File: src/rtl/assert_macros.svh
// assertion macros shared by the base64 decoder rtl
// no dependencies; taken in by the files that check their own logic
`ifndef ASSERT_MACROS_SVH
`define ASSERT_MACROS_SVH

// same-cycle implication, disabled while in reset
`define ASSERT_IMPLY(label, clk, rst_n, ante, cons) \
	label: assert property (@(posedge clk) disable iff (!rst_n) (ante) |-> (cons)) \
		else $error("assertion failed: same-cycle implication");

// next-cycle implication, disabled while in reset
`define ASSERT_NEXT(label, clk, rst_n, ante, cons) \
	label: assert property (@(posedge clk) disable iff (!rst_n) (ante) |=> (cons)) \
		else $error("assertion failed: next-cycle implication");

`endif

File: src/rtl/b64d_pkg.sv
// types, constants and the character classifier of the base64 decoder
// no dependencies; used by the front end, queue, back end and top
package b64d_pkg;

	// character codes
	localparam logic [7:0] CH_UPPER_A = 8'h41;
	localparam logic [7:0] CH_UPPER_Z = 8'h5A;
	localparam logic [7:0] CH_LOWER_A = 8'h61;
	localparam logic [7:0] CH_LOWER_Z = 8'h7A;
	localparam logic [7:0] CH_DIGIT_0 = 8'h30;
	localparam logic [7:0] CH_DIGIT_9 = 8'h39;
	localparam logic [7:0] CH_PLUS    = 8'h2B;
	localparam logic [7:0] CH_SLASH   = 8'h2F;
	localparam logic [7:0] CH_MINUS   = 8'h2D;
	localparam logic [7:0] CH_USCORE  = 8'h5F;
	localparam logic [7:0] CH_PAD     = 8'h3D;

	// sextet offsets of the alphabet ranges
	localparam logic [5:0] SEXT_LOWER = 6'd26;
	localparam logic [5:0] SEXT_DIGIT = 6'd52;
	localparam logic [5:0] SEXT_62    = 6'd62;
	localparam logic [5:0] SEXT_63    = 6'd63;

	// alphabet select
	localparam logic ALPHA_STD = 1'b0;
	localparam logic ALPHA_URL = 1'b1;

	// queue between front and back
	localparam int QUEUE_DEPTH = 4;
	localparam int QUEUE_PTR_W = $clog2(QUEUE_DEPTH);

	typedef enum logic [2:0] {
		ST_OK        = 3'd0,
		ST_INVALID   = 3'd1,
		ST_PAD       = 3'd2,
		ST_LENGTH    = 3'd3,
		ST_AFTER_PAD = 3'd4
	} status_t;

	// classified character
	typedef struct packed {
		logic [5:0] value;
		logic       pad;
		logic       bad;
	} sym_t;

	// one queued item
	typedef struct packed {
		sym_t sym;
		logic last;
		logic url;
	} entry_t;

	// map a raw byte to its sextet, or flag it as padding or invalid
	function automatic sym_t classify(input logic [7:0] ch, input logic url);
		sym_t s;
		s.value = '0;
		s.pad   = 1'b0;
		s.bad   = 1'b0;
		if (ch >= CH_UPPER_A && ch <= CH_UPPER_Z) begin
			s.value = 6'(ch - CH_UPPER_A);
		end else if (ch >= CH_LOWER_A && ch <= CH_LOWER_Z) begin
			s.value = 6'(ch - CH_LOWER_A) + SEXT_LOWER;
		end else if (ch >= CH_DIGIT_0 && ch <= CH_DIGIT_9) begin
			s.value = 6'(ch - CH_DIGIT_0) + SEXT_DIGIT;
		end else if (url == ALPHA_URL && ch == CH_MINUS) begin
			s.value = SEXT_62;
		end else if (url == ALPHA_URL && ch == CH_USCORE) begin
			s.value = SEXT_63;
		end else if (url == ALPHA_STD && ch == CH_PLUS) begin
			s.value = SEXT_62;
		end else if (url == ALPHA_STD && ch == CH_SLASH) begin
			s.value = SEXT_63;
		end else if (url == ALPHA_STD && ch == CH_PAD) begin
			s.pad = 1'b1;
		end else begin
			s.bad = 1'b1;
		end
		return s;
	endfunction

endpackage

File: src/rtl/b64d_if.sv
// valid/ready channel interfaces of the base64 decoder
// no dependencies; character channel in, result channel out
interface b64d_char_if;
	logic       valid;
	logic       ready;
	logic [7:0] char_in;
	logic       last_char;

	modport source (output valid, output char_in, output last_char, input ready);
	modport sink (input valid, input char_in, input last_char, output ready);
endinterface

interface b64d_result_if;
	logic       valid;
	logic       ready;
	logic [7:0] byte_out;
	logic       byte_valid;
	logic       end_of_message;
	logic [2:0] status;

	modport source (output valid, output byte_out, output byte_valid,
		output end_of_message, output status, input ready);
	modport sink (input valid, input byte_out, input byte_valid,
		input end_of_message, input status, output ready);
endinterface

File: src/rtl/b64d_front.sv
// front end: alphabet register, character classification, queue push
// depends on b64d_pkg and b64d_if
module b64d_front (
	input  logic            clk,
	input  logic            arst_n,
	input  logic            cfg_wr_en,
	input  logic            cfg_wr_data,
	b64d_char_if.sink       char_chan,
	output logic            push_valid,
	input  logic            push_ready,
	output b64d_pkg::entry_t push_data
);

	logic alpha_q;

	// alphabet select register
	always_ff @(posedge clk or negedge arst_n) begin
		if (!arst_n) begin
			alpha_q <= b64d_pkg::ALPHA_STD;
		end else if (cfg_wr_en) begin
			alpha_q <= cfg_wr_data;
		end
	end

	// classify and hand the item to the queue
	assign push_valid      = char_chan.valid;
	assign char_chan.ready = push_ready;
	assign push_data.sym   = b64d_pkg::classify(char_chan.char_in, alpha_q);
	assign push_data.last  = char_chan.last_char;
	assign push_data.url   = alpha_q;

endmodule

File: src/rtl/b64d_queue.sv
// short queue that decouples the front end from the decode back end
// depends on b64d_pkg and assert_macros.svh
`include "assert_macros.svh"

module b64d_queue (
	input  logic             clk,
	input  logic             arst_n,
	input  logic             push_valid,
	output logic             push_ready,
	input  b64d_pkg::entry_t push_data,
	output logic             pop_valid,
	input  logic             pop_ready,
	output b64d_pkg::entry_t pop_data
);

	localparam int PTR_W = b64d_pkg::QUEUE_PTR_W;
	localparam int CNT_W = PTR_W + 1;
	localparam logic [CNT_W-1:0] DEPTH = CNT_W'(b64d_pkg::QUEUE_DEPTH);

	b64d_pkg::entry_t slot_q [b64d_pkg::QUEUE_DEPTH];
	logic [PTR_W-1:0] wr_ptr_q;
	logic [PTR_W-1:0] rd_ptr_q;
	logic [CNT_W-1:0] count_q;
	logic             push;
	logic             pop;

	assign push_ready = (count_q != DEPTH);
	assign pop_valid  = (count_q != '0);
	assign push       = push_valid && push_ready;
	assign pop        = pop_valid && pop_ready;
	assign pop_data   = slot_q[rd_ptr_q];

	// storage
	always_ff @(posedge clk) begin
		if (push) begin
			slot_q[wr_ptr_q] <= push_data;
		end
	end

	// pointers and fill count
	always_ff @(posedge clk or negedge arst_n) begin
		if (!arst_n) begin
			wr_ptr_q <= '0;
			rd_ptr_q <= '0;
			count_q  <= '0;
		end else begin
			if (push) begin
				wr_ptr_q <= wr_ptr_q + PTR_W'(1);
			end
			if (pop) begin
				rd_ptr_q <= rd_ptr_q + PTR_W'(1);
			end
			if (push && !pop) begin
				count_q <= count_q + CNT_W'(1);
			end else if (pop && !push) begin
				count_q <= count_q - CNT_W'(1);
			end
		end
	end

	`ASSERT_IMPLY(a_count_bound, clk, arst_n, 1'b1, count_q <= DEPTH)
	`ASSERT_NEXT(a_full_holds, clk, arst_n, (count_q == DEPTH) && !pop, count_q == DEPTH)

endmodule

File: src/rtl/b64d_back.sv
// back end: quartet state, byte assembly, error tracking, result register
// depends on b64d_pkg, b64d_if and assert_macros.svh
`include "assert_macros.svh"

module b64d_back (
	input  logic             clk,
	input  logic             arst_n,
	input  logic             pop_valid,
	output logic             pop_ready,
	input  b64d_pkg::entry_t pop_data,
	b64d_result_if.source    result_chan
);

	logic [1:0]        pos_q;
	logic [5:0]        lo_q;
	logic [1:0]        pad_q;
	b64d_pkg::status_t err_q;

	logic              out_valid_q;
	logic [7:0]        out_byte_q;
	logic              out_byte_valid_q;
	logic              out_eom_q;
	b64d_pkg::status_t out_status_q;

	logic              pop;
	logic [1:0]        pos_nx;
	logic [5:0]        lo_nx;
	logic [1:0]        pad_nx;
	b64d_pkg::status_t err;
	b64d_pkg::status_t err_nx;
	b64d_pkg::status_t status;
	logic              have;
	logic [7:0]        byte_v;
	logic              emit;

	assign pop_ready = !out_valid_q || result_chan.ready;
	assign pop       = pop_valid && pop_ready;

	// decode one item against the quartet state
	always_comb begin
		pad_nx = pad_q;
		lo_nx  = lo_q;
		err    = b64d_pkg::ST_OK;
		have   = 1'b0;
		byte_v = '0;
		status = b64d_pkg::ST_OK;
		if (pop_data.sym.bad) begin
			err = b64d_pkg::ST_INVALID;
		end else if (pop_data.sym.pad) begin
			if (!pos_q[1]) begin
				err = b64d_pkg::ST_PAD;
			end else if (pos_q == 2'd2 && pad_q != 2'd0) begin
				err = b64d_pkg::ST_PAD;
			end else if (pos_q == 2'd3 && pad_q > 2'd1) begin
				err = b64d_pkg::ST_PAD;
			end else begin
				pad_nx = pad_q + 2'd1;
			end
		end else if (pad_q != 2'd0) begin
			err = b64d_pkg::ST_AFTER_PAD;
		end else begin
			case (pos_q)
				2'd0: begin
					lo_nx = pop_data.sym.value;
				end
				2'd1: begin
					byte_v = {lo_q, pop_data.sym.value[5:4]};
					lo_nx  = {2'b00, pop_data.sym.value[3:0]};
					have   = 1'b1;
				end
				2'd2: begin
					byte_v = {lo_q[3:0], pop_data.sym.value[5:2]};
					lo_nx  = {4'b0000, pop_data.sym.value[1:0]};
					have   = 1'b1;
				end
				default: begin
					byte_v = {lo_q[1:0], pop_data.sym.value};
					lo_nx  = '0;
					have   = 1'b1;
				end
			endcase
		end

		// first error of the message wins
		err_nx = (err_q == b64d_pkg::ST_OK) ? err : err_q;
		if (err_nx != b64d_pkg::ST_OK) begin
			have = 1'b0;
		end
		pos_nx = pos_q + 2'd1;

		// final status and length check on the last character
		if (pop_data.last) begin
			status = err_nx;
			if (status == b64d_pkg::ST_OK) begin
				if (pop_data.url ? (pos_nx == 2'd1) : (pos_nx != 2'd0)) begin
					status = b64d_pkg::ST_LENGTH;
				end
			end
			if (status != b64d_pkg::ST_OK) begin
				have = 1'b0;
			end
		end
		emit = pop_data.last || have;
	end

	// message state
	always_ff @(posedge clk or negedge arst_n) begin
		if (!arst_n) begin
			pos_q <= '0;
			lo_q  <= '0;
			pad_q <= '0;
			err_q <= b64d_pkg::ST_OK;
		end else if (pop) begin
			if (pop_data.last) begin
				pos_q <= '0;
				lo_q  <= '0;
				pad_q <= '0;
				err_q <= b64d_pkg::ST_OK;
			end else begin
				pos_q <= pos_nx;
				lo_q  <= lo_nx;
				pad_q <= pad_nx;
				err_q <= err_nx;
			end
		end
	end

	// result register valid
	always_ff @(posedge clk or negedge arst_n) begin
		if (!arst_n) begin
			out_valid_q <= 1'b0;
		end else if (pop && emit) begin
			out_valid_q <= 1'b1;
		end else if (result_chan.ready) begin
			out_valid_q <= 1'b0;
		end
	end

	// result register payload
	always_ff @(posedge clk) begin
		if (pop && emit) begin
			out_byte_q       <= have ? byte_v : 8'h00;
			out_byte_valid_q <= have;
			out_eom_q        <= pop_data.last;
			out_status_q     <= status;
		end
	end

	assign result_chan.valid          = out_valid_q;
	assign result_chan.byte_out       = out_byte_q;
	assign result_chan.byte_valid     = out_byte_valid_q;
	assign result_chan.end_of_message = out_eom_q;
	assign result_chan.status         = out_status_q;

	`ASSERT_NEXT(a_last_clears, clk, arst_n, pop && pop_data.last,
		pos_q == 2'd0 && pad_q == 2'd0 && err_q == b64d_pkg::ST_OK)
	`ASSERT_IMPLY(a_status_only_at_end, clk, arst_n,
		out_valid_q && out_status_q != b64d_pkg::ST_OK, out_eom_q && !out_byte_valid_q)

endmodule

File: src/rtl/base64_stream_decoder_top.sv
// Base64 stream decoder, one character per item on char_chan, one result per
// completed byte or per flagged last character on result_chan.
// Depends on b64d_pkg, b64d_if, b64d_front, b64d_queue and b64d_back.
// Channels are valid/ready; an item moves on a clock edge with both high.
// cfg_wr_en/cfg_wr_data write the alphabet select (0 standard padded,
// 1 url-safe unpadded); write it only while no message is in flight.
// The front end classifies each character and pushes it into a four-entry
// queue; the back end pops it, updates the quartet state and loads the
// result register. Each character is held in the queue and then in the result
// register before its result is visible. One character per cycle is sustained
// while result_chan.ready stays high. When the receiver stalls the result
// register holds, the back end stops popping and the queue takes up to four
// more characters before char_chan.ready falls.
// Reset (arst_n low) clears the queue, the quartet state, the result valid
// and selects the standard alphabet; no clearing pass follows.
module base64_stream_decoder_top (
	input  logic          clk,
	input  logic          arst_n,
	input  logic          cfg_wr_en,
	input  logic          cfg_wr_data,
	b64d_char_if.sink     char_chan,
	b64d_result_if.source result_chan
);

	logic             push_valid;
	logic             push_ready;
	b64d_pkg::entry_t push_data;
	logic             pop_valid;
	logic             pop_ready;
	b64d_pkg::entry_t pop_data;

	// classification front end
	b64d_front u_front (
		.clk        (clk),
		.arst_n     (arst_n),
		.cfg_wr_en  (cfg_wr_en),
		.cfg_wr_data(cfg_wr_data),
		.char_chan  (char_chan),
		.push_valid (push_valid),
		.push_ready (push_ready),
		.push_data  (push_data)
	);

	// decoupling queue
	b64d_queue u_queue (
		.clk       (clk),
		.arst_n    (arst_n),
		.push_valid(push_valid),
		.push_ready(push_ready),
		.push_data (push_data),
		.pop_valid (pop_valid),
		.pop_ready (pop_ready),
		.pop_data  (pop_data)
	);

	// decode back end
	b64d_back u_back (
		.clk        (clk),
		.arst_n     (arst_n),
		.pop_valid  (pop_valid),
		.pop_ready  (pop_ready),
		.pop_data   (pop_data),
		.result_chan(result_chan)
	);

endmodule
File: src/flat_wrapper.sv
// flat-port wrapper written by rule: the top's interface ports become plain ports
module base64_stream_decoder_top_flat 
  (clk, arst_n, cfg_wr_en, cfg_wr_data, char_chan_valid, char_chan_char_in, char_chan_last_char, char_chan_ready, result_chan_valid, result_chan_byte_out, result_chan_byte_valid, result_chan_end_of_message, result_chan_status, result_chan_ready);
  b64d_char_if char_chan_i ();
  b64d_result_if result_chan_i ();
  input  logic clk;
  input  logic arst_n;
  input  logic cfg_wr_en;
  input  logic cfg_wr_data;
  input wire logic [$bits(char_chan_i.valid)-1:0] char_chan_valid;
  input wire logic [$bits(char_chan_i.char_in)-1:0] char_chan_char_in;
  input wire logic [$bits(char_chan_i.last_char)-1:0] char_chan_last_char;
  output wire logic [$bits(char_chan_i.ready)-1:0] char_chan_ready;
  output wire logic [$bits(result_chan_i.valid)-1:0] result_chan_valid;
  output wire logic [$bits(result_chan_i.byte_out)-1:0] result_chan_byte_out;
  output wire logic [$bits(result_chan_i.byte_valid)-1:0] result_chan_byte_valid;
  output wire logic [$bits(result_chan_i.end_of_message)-1:0] result_chan_end_of_message;
  output wire logic [$bits(result_chan_i.status)-1:0] result_chan_status;
  input wire logic [$bits(result_chan_i.ready)-1:0] result_chan_ready;
  assign char_chan_i.valid = char_chan_valid;
  assign char_chan_i.char_in = char_chan_char_in;
  assign char_chan_i.last_char = char_chan_last_char;
  assign char_chan_ready = char_chan_i.ready;
  assign result_chan_valid = result_chan_i.valid;
  assign result_chan_byte_out = result_chan_i.byte_out;
  assign result_chan_byte_valid = result_chan_i.byte_valid;
  assign result_chan_end_of_message = result_chan_i.end_of_message;
  assign result_chan_status = result_chan_i.status;
  assign result_chan_i.ready = result_chan_ready;
  base64_stream_decoder_top u_core (.clk(clk), .arst_n(arst_n), .cfg_wr_en(cfg_wr_en), .cfg_wr_data(cfg_wr_data), .char_chan(char_chan_i), .result_chan(result_chan_i));
endmodule
File: config.mk
export PLATFORM = sky130hd
export DESIGN_NAME = base64_stream_decoder_top_flat
export DESIGN_NICKNAME = d
export VERILOG_FILES = /design/src/rtl/b64d_pkg.sv /design/src/rtl/b64d_if.sv /design/src/rtl/b64d_front.sv /design/src/rtl/b64d_queue.sv /design/src/rtl/b64d_back.sv /design/src/rtl/base64_stream_decoder_top.sv /design/src/flat_wrapper.sv
export VERILOG_INCLUDE_DIRS = /design/src /design/src/rtl
export SDC_FILE = /design/constraint.sdc
export NUM_CORES = 1
export LEC_CHECK = 0
export BUFFER_PORTS_ARGS = -buffer_cell sky130_fd_sc_hd__buf_4
export CORE_MARGIN = 4
export CORE_UTILIZATION = 40
export DETAILED_ROUTE_END_ITERATION = 10
export SETUP_SLACK_MARGIN = 0.5
export SYNTH_ARGS = -nofsm -noshare
export SYNTH_HDL_FRONTEND = slang
export SYNTH_HIERARCHICAL = 1
export SYNTH_SLANG_ARGS = --single-unit
export TNS_END_PERCENT = 10
File: constraint.sdc
create_clock -name clk -period 3.3 [get_ports clk]
set_input_delay 0.66 -clock clk [delete_from_list [all_inputs] [get_ports clk]]
set_output_delay 0.66 -clock clk [all_outputs]
set_load 0.005 [all_outputs]
==> results by group, run 1 <==
Setup path
  – Startpoint types: input port
  – Critical Path Fanout Max: 8
  – Critical path class: in2reg
  – Crit. End Element: register
  – Req. time, crit path: ~3400 ps
  – CP arrival: ~2900 ps

Cells and area
  – Area delta synth->final: 12.31%
  – # diodes: 0
  – Share of cells above drive strength 1: 23.88%
  – Final Util: about 46%
  – Filler cells: 910
  – Layout Nets: approximately 390

GRT
  – Initial antenna violation count: 0
  – Number of global-route vias before repair: approximately 2.5k
  – Largest net degree at the start of global routing: 23
  – Global-route wire length before repair: 12500 um
  – Total gr overflow: 0
  – GRT Util Overall: between 10% and 20%

Routing
  – Vias: 2627
  – DRC violations left: 0
  – TritonRoute pass-1 iters: 5
  – Final antenna-violating net count: 0
  – WL/cell: roughly 15 um
  – Vias per inst: about 5.4
  – DRT iter0 DRCs: 154
  – Final WL: 7513 um

Clock tree
  – CTS root buffer: clkbuf_8
  – CTS Buf Count: 9
  – H-tree lvl count: 3
  – Clk buf depth: 2
  – Reg clk slew, reported paths: ~80 ps
  – Clock Latency Late Sink: about 340 ps
  – Clk sink count: 75
  – CTS tree: built
  – # hold bufs at CTS: 0

Power and ir drop
  – P_int: 2356 uW
  – Switching share of power: between 30% and 40%
  – Cell Pwr Density: 797.7 nW/um^2
  – Net switching power: 1269 uW
  – LEAKAGE: 0.001729 uW
  – Total power: 3625 uW
  – Peak VDD IR: approximately 270 uV
  – Clock share of power: between 20 and 25%
  – Reg power frac: 42.1%
  – Comb pwr share: 37.7%

Yosys
  – Seq cells post-synth: between 70 and 80
  – Top post-synthesis cells by area: edfxtp_1 39%, dfrtp_1 14%, ha_1 6.2%, mux4_2 4.5%, nor2_1 3.1%
  – Post-synth top area share: about two fifths
  – Distinct cells, synth: between 70 and 80
  – Syn avg cell area: ~12 um^2
  – Register area share after synthesis: between 50% and 60%
  – Prevailing post-synth register cell: edfxtp_1
  – Post-synth EDFFs: 53
  – YS warnings: 6
  – Synth Instances: 326
  – Top cells by count, synth: 53 x edfxtp_1, 33 x nor2_1, 22 x dfrtp_1
  – Asr flop ratio synth: ~30%
  – Cell taking the most area after synthesis: edfxtp_1
  – Mapped Area: just over 4000 um^2
  – Count leader, synth: edfxtp_1
  – Syn Nets: between 300 and 400

Job
  – Max-cap viol count: 0

Worst hold path
  – Hold Path Class: in2async

STA
  – Final period util: slightly above 80%
  – Slew HR: between 60 and 70%
  – Achievable Freq: about 370 MHz
  – Final hold violations: 0
  – Final number of setup-violating endpoints: 0
  – RSZ-0062 raised after global routing: yes
  – Worst Tran Pin Value: about 550 ps
  – Setup TNS: 0 ps
  – Skew final: ~8.6 ps
  – Slew Limit Fails: 0
  – Crit path time final: roughly 2700 ps
  – Hold_ws: a little under 200 ps

Outcome
  – Outcome: complete, no violations

Die
  – IO Pins: 30
  – Core Area: 9819 um^2
  – Die width: 108.6 um
  – Die area: 11790 um^2
  – Initial Utilization: between 40% and 50%
  – Die height: 108.6 um
  – Rows: 36

Place
  – PortBufs: 29
  – RD Place Congestion: ~0.9
  – DPL Wire Length: 5384 um
-- final timing paths --
check / startpoint / to / slack, ps / depth (start not counted)
max in group asynchronous: arst_n / u_core/u_back/lo_q[2] / 2860 / 1
worst min register to register: u_core/u_back/lo_q[4] / u_core/u_back/lo_q[4] / 480 / 2
worst max register to register: u_core/u_queue/rd_ptr_q[0] / u_core/u_back/result_chan.byte_out[5] / 890 / 6
min in group clk: u_core/u_back/lo_q[4] / u_core/u_back/lo_q[4] / 480 / 2
worst max-delay path: char_chan_char_in[2] / u_core/u_queue/slot_q[3][3] / 570 / 8
worst min-delay path: arst_n / u_core/u_queue/rd_ptr_q[0] / 200 / 1
-- per-layer routing --
metal  vias up  GRT usage (%)  part of all wire (%)
met5         -              0                     0
met4         0          5.771                   2.0
met3        13          3.761                   4.8
met2        69          21.45                    47
met1      1271          17.98                    46
li1       1274              -                     -
-- stage by stage --
stage,instances,area (um^2),setup slack [ps]
3_3_place_gp,473,4328,176.9
2_1_floorplan,326,4046,571.2
4_1_cts,489,4538,524.9
5_1_grt,489,4544,434.0
6_report,489,4544,568.8
3_5_place_dp,473,4328,164.2
-- timing repair --
| action | in CTS | in global routing |
|---|---|---|
| setup buffers | 0 | 0 |
| endpoints found under the setup margin | 0 | 24 |
| gates resized for setup | 0 | 1 |
-- flip-flops by register name (all words and copies together), names as in the netlist --
signal,flops
u_core/u_back/result_chan.byte_valid,1
u_core/u_back/result_chan.status,3
u_core/u_back/err_q,3
u_core/u_back/result_chan.end_of_message,1
u_core/u_back/lo_q,6
u_core/u_queue/count_q,3
u_core/u_back/pad_q,2
u_core/u_back/result_chan.valid,1
u_core/u_back/pos_q,2
u_core/u_queue/wr_ptr_q,2
u_core/u_back/result_chan.byte_out,8
u_core/u_queue/slot_q,40
u_core/u_front/alpha_q,1
u_core/u_queue/rd_ptr_q,2
-- area by class of cell --
| cell class | count | area, um^2 | share of cell area, % |
|---|---|---|---|
| clock buffer | 10 | 137.6 | 3.029 |
| sequential | 75 | 2142 | 47.14 |
| clock inverter | 6 | 72.57 | 1.597 |
| tap | 133 | 166.4 | 3.662 |
| multi-input combinational | 217 | 1725 | 37.97 |
| timing repair buffer | 32 | 240.2 | 5.286 |
| inverter | 16 | 60.06 | 1.322 |
-- power groups by stage --
stage          clock network, uW  logic, uW  registers (uW)
4_1_cts                      752       1380            1530
2_1_floorplan                  0       1010            1490
3_3_place_gp                   0       1350            1550
3_5_place_dp                   0       1370            1550
6_report                     734       1370            1530
5_1_grt                      798       1530            1570
-- critical path: stages --
cell and delay (ps):
buf_4 140, inv_1 210, ha_1 310, a21o_2 180, a41oi_2 180, and3_4 270
or4_4 530, nor4b_2 380
-- cell families after synthesis --
| kind of cell | after synthesis | synth area share, % |
|---|---|---|
| DFF | 75 | 52.94 |
| xor gates and xnor gates | 9 | 1.948 |
| and+or+nand+nor | 101 | 14.04 |
| muxes | 14 | 6.926 |
| adders and majority gates | 21 | 6.679 |
| AOI/OAI and AO/OA | 72 | 12.89 |
| buffers and inverters | 34 | 4.576 |
-- cells in the final DEF (no fill, tap or decap), types with 2 or more instances in the layout --
| master | n |
|---|---|
| ha_1 | 20 |
| a22oi_1 | 8 |
| mux2_2 | 2 |
| nand4_1 | 2 |
| nor2_1 | 33 |
| o211ai_1 | 3 |
| or2b_2 | 2 |
| nand2_1 | 21 |
| edfxtp_1 | 53 |
| and3_1 | 3 |
| mux4_2 | 8 |
| inv_6 | 2 |
| xnor2_1 | 5 |
| nand4b_1 | 3 |
| o311ai_0 | 2 |
| a221oi_1 | 4 |
| clkinv_4 | 2 |
| xor2_1 | 4 |
| buf_4 | 32 |
| mux4_1 | 2 |
| a2bb2oi_1 | 2 |
| dfrtp_1 | 22 |
| or4_1 | 2 |
| a21oi_1 | 16 |
| nor3_1 | 3 |
| inv_1 | 16 |
| clkbuf_8 | 10 |
| nor2b_1 | 3 |
| nand3_1 | 4 |
| o21ai_0 | 15 |
| and2_2 | 5 |
Note: power is estimated with default switching activity, not from simulation.
==> run 2: changes to the inputs <==
==> constraint.sdc (replaced) <==
create_clock -name clk -period 2.7 [get_ports clk]
set_input_delay 0.54 -clock clk [delete_from_list [all_inputs] [get_ports clk]]
set_output_delay 0.54 -clock clk [all_outputs]
set_load 0.005 [all_outputs]
==> results by group, run 2 (synthesis results as in run 1) <==
Die
  – Rows: 36 (unchanged)
  – Die area: 11790 um^2 (unchanged)
  – Core Area: 9819 um^2 (unchanged)
  – Die height: 108.6 um (unchanged)
  – Die width: 108.6 um (unchanged)
  – IO Pins: 30 (unchanged)
  – Initial Utilization: 41.21% (unchanged)

Setup path
  – CP arrival: 2370 ps (-490 ps)
  – Worst path bufs/invs: 1 (-1)
  – R2r endpoint: u_core/u_back/result_chan.status[0]
  – Family with the most delay on the worst path: simple AND/OR/NAND/NOR gates
  – Critical Path Fanout Max: 7 (-1)
  – CP Cell Sequence: buf_4, ha_1, a21o_2, a41oi_4, and3_4, or4_4, nor4b_4
  – RR Startpoint: u_core/u_queue/rd_ptr_q[0]
  – Critical path class: in2reg
  – R2R Setup Slk: 510 ps (-380 ps)
  – Startpoint types: input port
  – Start point of the critical path: char_chan_char_in[3]
  – Worst R2R Path Depth: 4 (-2)
  – Crit-path max cell delay: 560 ps (+30 ps)
  – Crit. End Element: register
  – Slowest-stage cell, CP: or4_4
  – Req. time, crit path: 2850 ps (-580 ps)

GRT
  – Number of global-route vias before repair: 2626 (+3.1%)
  – Largest net degree at the start of global routing: 23 (unchanged)
  – Global-route wire length before repair: 13150 um (+5.2%)
  – Initial antenna violation count: 0 (unchanged)
  – GRT Util Overall: 14.45% (+0.73 points)
  – Total gr overflow: 0 (unchanged)

Place
  – Cells after DPL: 476 (+0.63%)
  – PortBufs: 29 (unchanged)
  – Dpl cell area: 4405 um^2 (+1.8%)
  – RD Place Congestion: 0.8199 (-11%)
  – DPL Wire Length: 5590 um (+3.8%)

Routing
  – DRT iter0 DRCs: 143 (-7.1%)
  – WL/cell: 15.77 um (+2.6%)
  – DRC violations left: 0 (unchanged)
  – Final WL: 7853 um (+4.5%)
  – TritonRoute pass-1 iters: 4 (-1)
  – Vias per inst: 5.382 (+0.17%)
  – Final antenna-violating net count: 0 (unchanged)
  – Vias: 2680 (+2.0%)

Clock tree
  – # hold bufs at CTS: 0 (unchanged)
  – CTS tree: built
  – H-tree lvl count: 3 (unchanged)
  – CTS Buf Count: 9 (unchanged)
  – Clock Latency Late Sink: 350 ps (about the same)
  – Reg clk slew, reported paths: 80 ps (about the same)
  – CTS root buffer: clkbuf_8
  – Clk buf depth: 2 (unchanged)
  – Clk sink count: 75 (unchanged)

Cells and area
  – Top reg by flops: u_core/u_queue/slot_q
  – Most common cell after layout, fill and taps aside: edfxtp_1
  – Commonest cells after routing, fill and taps aside: 53 x edfxtp_1, 41 x buf_4, 32 x nor2_1
  – Final Util: 48.28% (+2.0 points)
  – # diodes: 0 (unchanged)
  – Max reg flops: 40 (unchanged)
  – Layout Nets: 396 (+2.3%)
  – Area delta synth->final: 17.16%
  – Non-filler instance count after layout: 498 (+1.8%)
  – Share of cells above drive strength 1: 29.32% (+5.4 points)
  – Final Instance Area: 4741 um^2 (+4.3%)

Power and ir drop
  – LEAKAGE: 0.001782 uW (+3.1%)
  – Cell Pwr Density: 973.7 nW/um^2 (+22%)
  – Peak VDD IR: 400.7 uV (+50%)

STA
  – Final number of setup-violating endpoints: 0 (unchanged)
  – Achievable Freq: between 400 and 500 MHz
  – Crit path time final: approximately 2200 ps
  – Slew HR: 53.37% (-10 points)
  – Final hold violations: 0 (unchanged)
  – Worst Tran Pin Value: 693.0 ps (+143.2 ps)
  – Final period util: 82.04%
  – Skew final: 7.050 ps (-1.584 ps)
  – Hold_ws: 75.34 ps (-122.1 ps)
  – RSZ-0062 raised after global routing: yes
  – Slew Limit Fails: 0 (unchanged)

Outcome
  – Outcome: complete, no violations

Worst hold path
  – Hold Path Class: in2async

Job
  – Max-cap viol count: 0 (unchanged)
[run 2: cell count changes in the layout (fill, tap and decap cells not counted), sizes merged]
cell      delta
bufinv       +1
clkinv       -1
inv          -3
clkinvlp     +2
buf          +9
clkbuf       +1
[run 2: report_power, final]
part / switching (uW) / leakage (uW) / internal [uW] / total (uW)
combinational: 957 / 0.000895 / 817 / 1770
sequential: 193 / 0.000772 / 1650 / 1840
clock: 419 / 0.000115 / 579 / 998
[run 2: layer usage]
| layer | wire [um] | vias to the layer above | GRT usage, % |
|---|---|---|---|
| met2 | 4000 | 66 | 24.58 |
| li1 | - | 1291 | - |
| met5 | 0 | - | 0 |
| met4 | 132 | 0 | 5.140 |
| met1 | 3352 | 1308 | 17.53 |
| met3 | 368 | 15 | 4.060 |
[run 2: worst max path at each step]
stage | endpoint | slack (ps) | depth (start not counted)
global route | u_core/u_queue/slot_q[0][3] | 360 | 8
CTS | u_core/u_queue/slot_q[2][5] | 410 | 8
global placement | u_core/u_queue/slot_q[2][9] | 110 | 8
floorplan | u_core/u_queue/slot_q[0][3] | 340 | 8
detailed placement | u_core/u_queue/slot_q[0][9] | -20 | 8
finish | u_core/u_queue/slot_q[1][3] | 480 | 7
[run 2: through the flow]
stage | setup WS (ps) | TNS (ps) | power [uW]
3_5_place_dp | -17.16 | -68.59 | 3598
2_1_floorplan | 339.6 | 0 | 3069
4_1_cts | 410.7 | 0 | 4647
5_1_grt | 363.1 | 0 | 4945
3_3_place_gp | 113.0 | 0 | 3549
6_report | 484.9 | 0 | 4616
[run 2: what timing repair did]
action | CTS | global route
pin swaps | 1 | 5
setup endpoints to repair | 59 | 58
endpoints found under the hold margin | 0 | 0
buffers inserted | 3 | 3
gates resized for setup | 3 | 8
[run 2: area by class of cell]
cell class | count | area (um^2)
clock buffer | 11 | 152.6
clock inverter | 5 | 82.58
fill | 923 | 5079
inverter | 16 | 70.07
multi-input combinational | 217 | 1818
sequential | 75 | 2143
tap | 133 | 166.4
timing repair buffer | 41 | 307.8
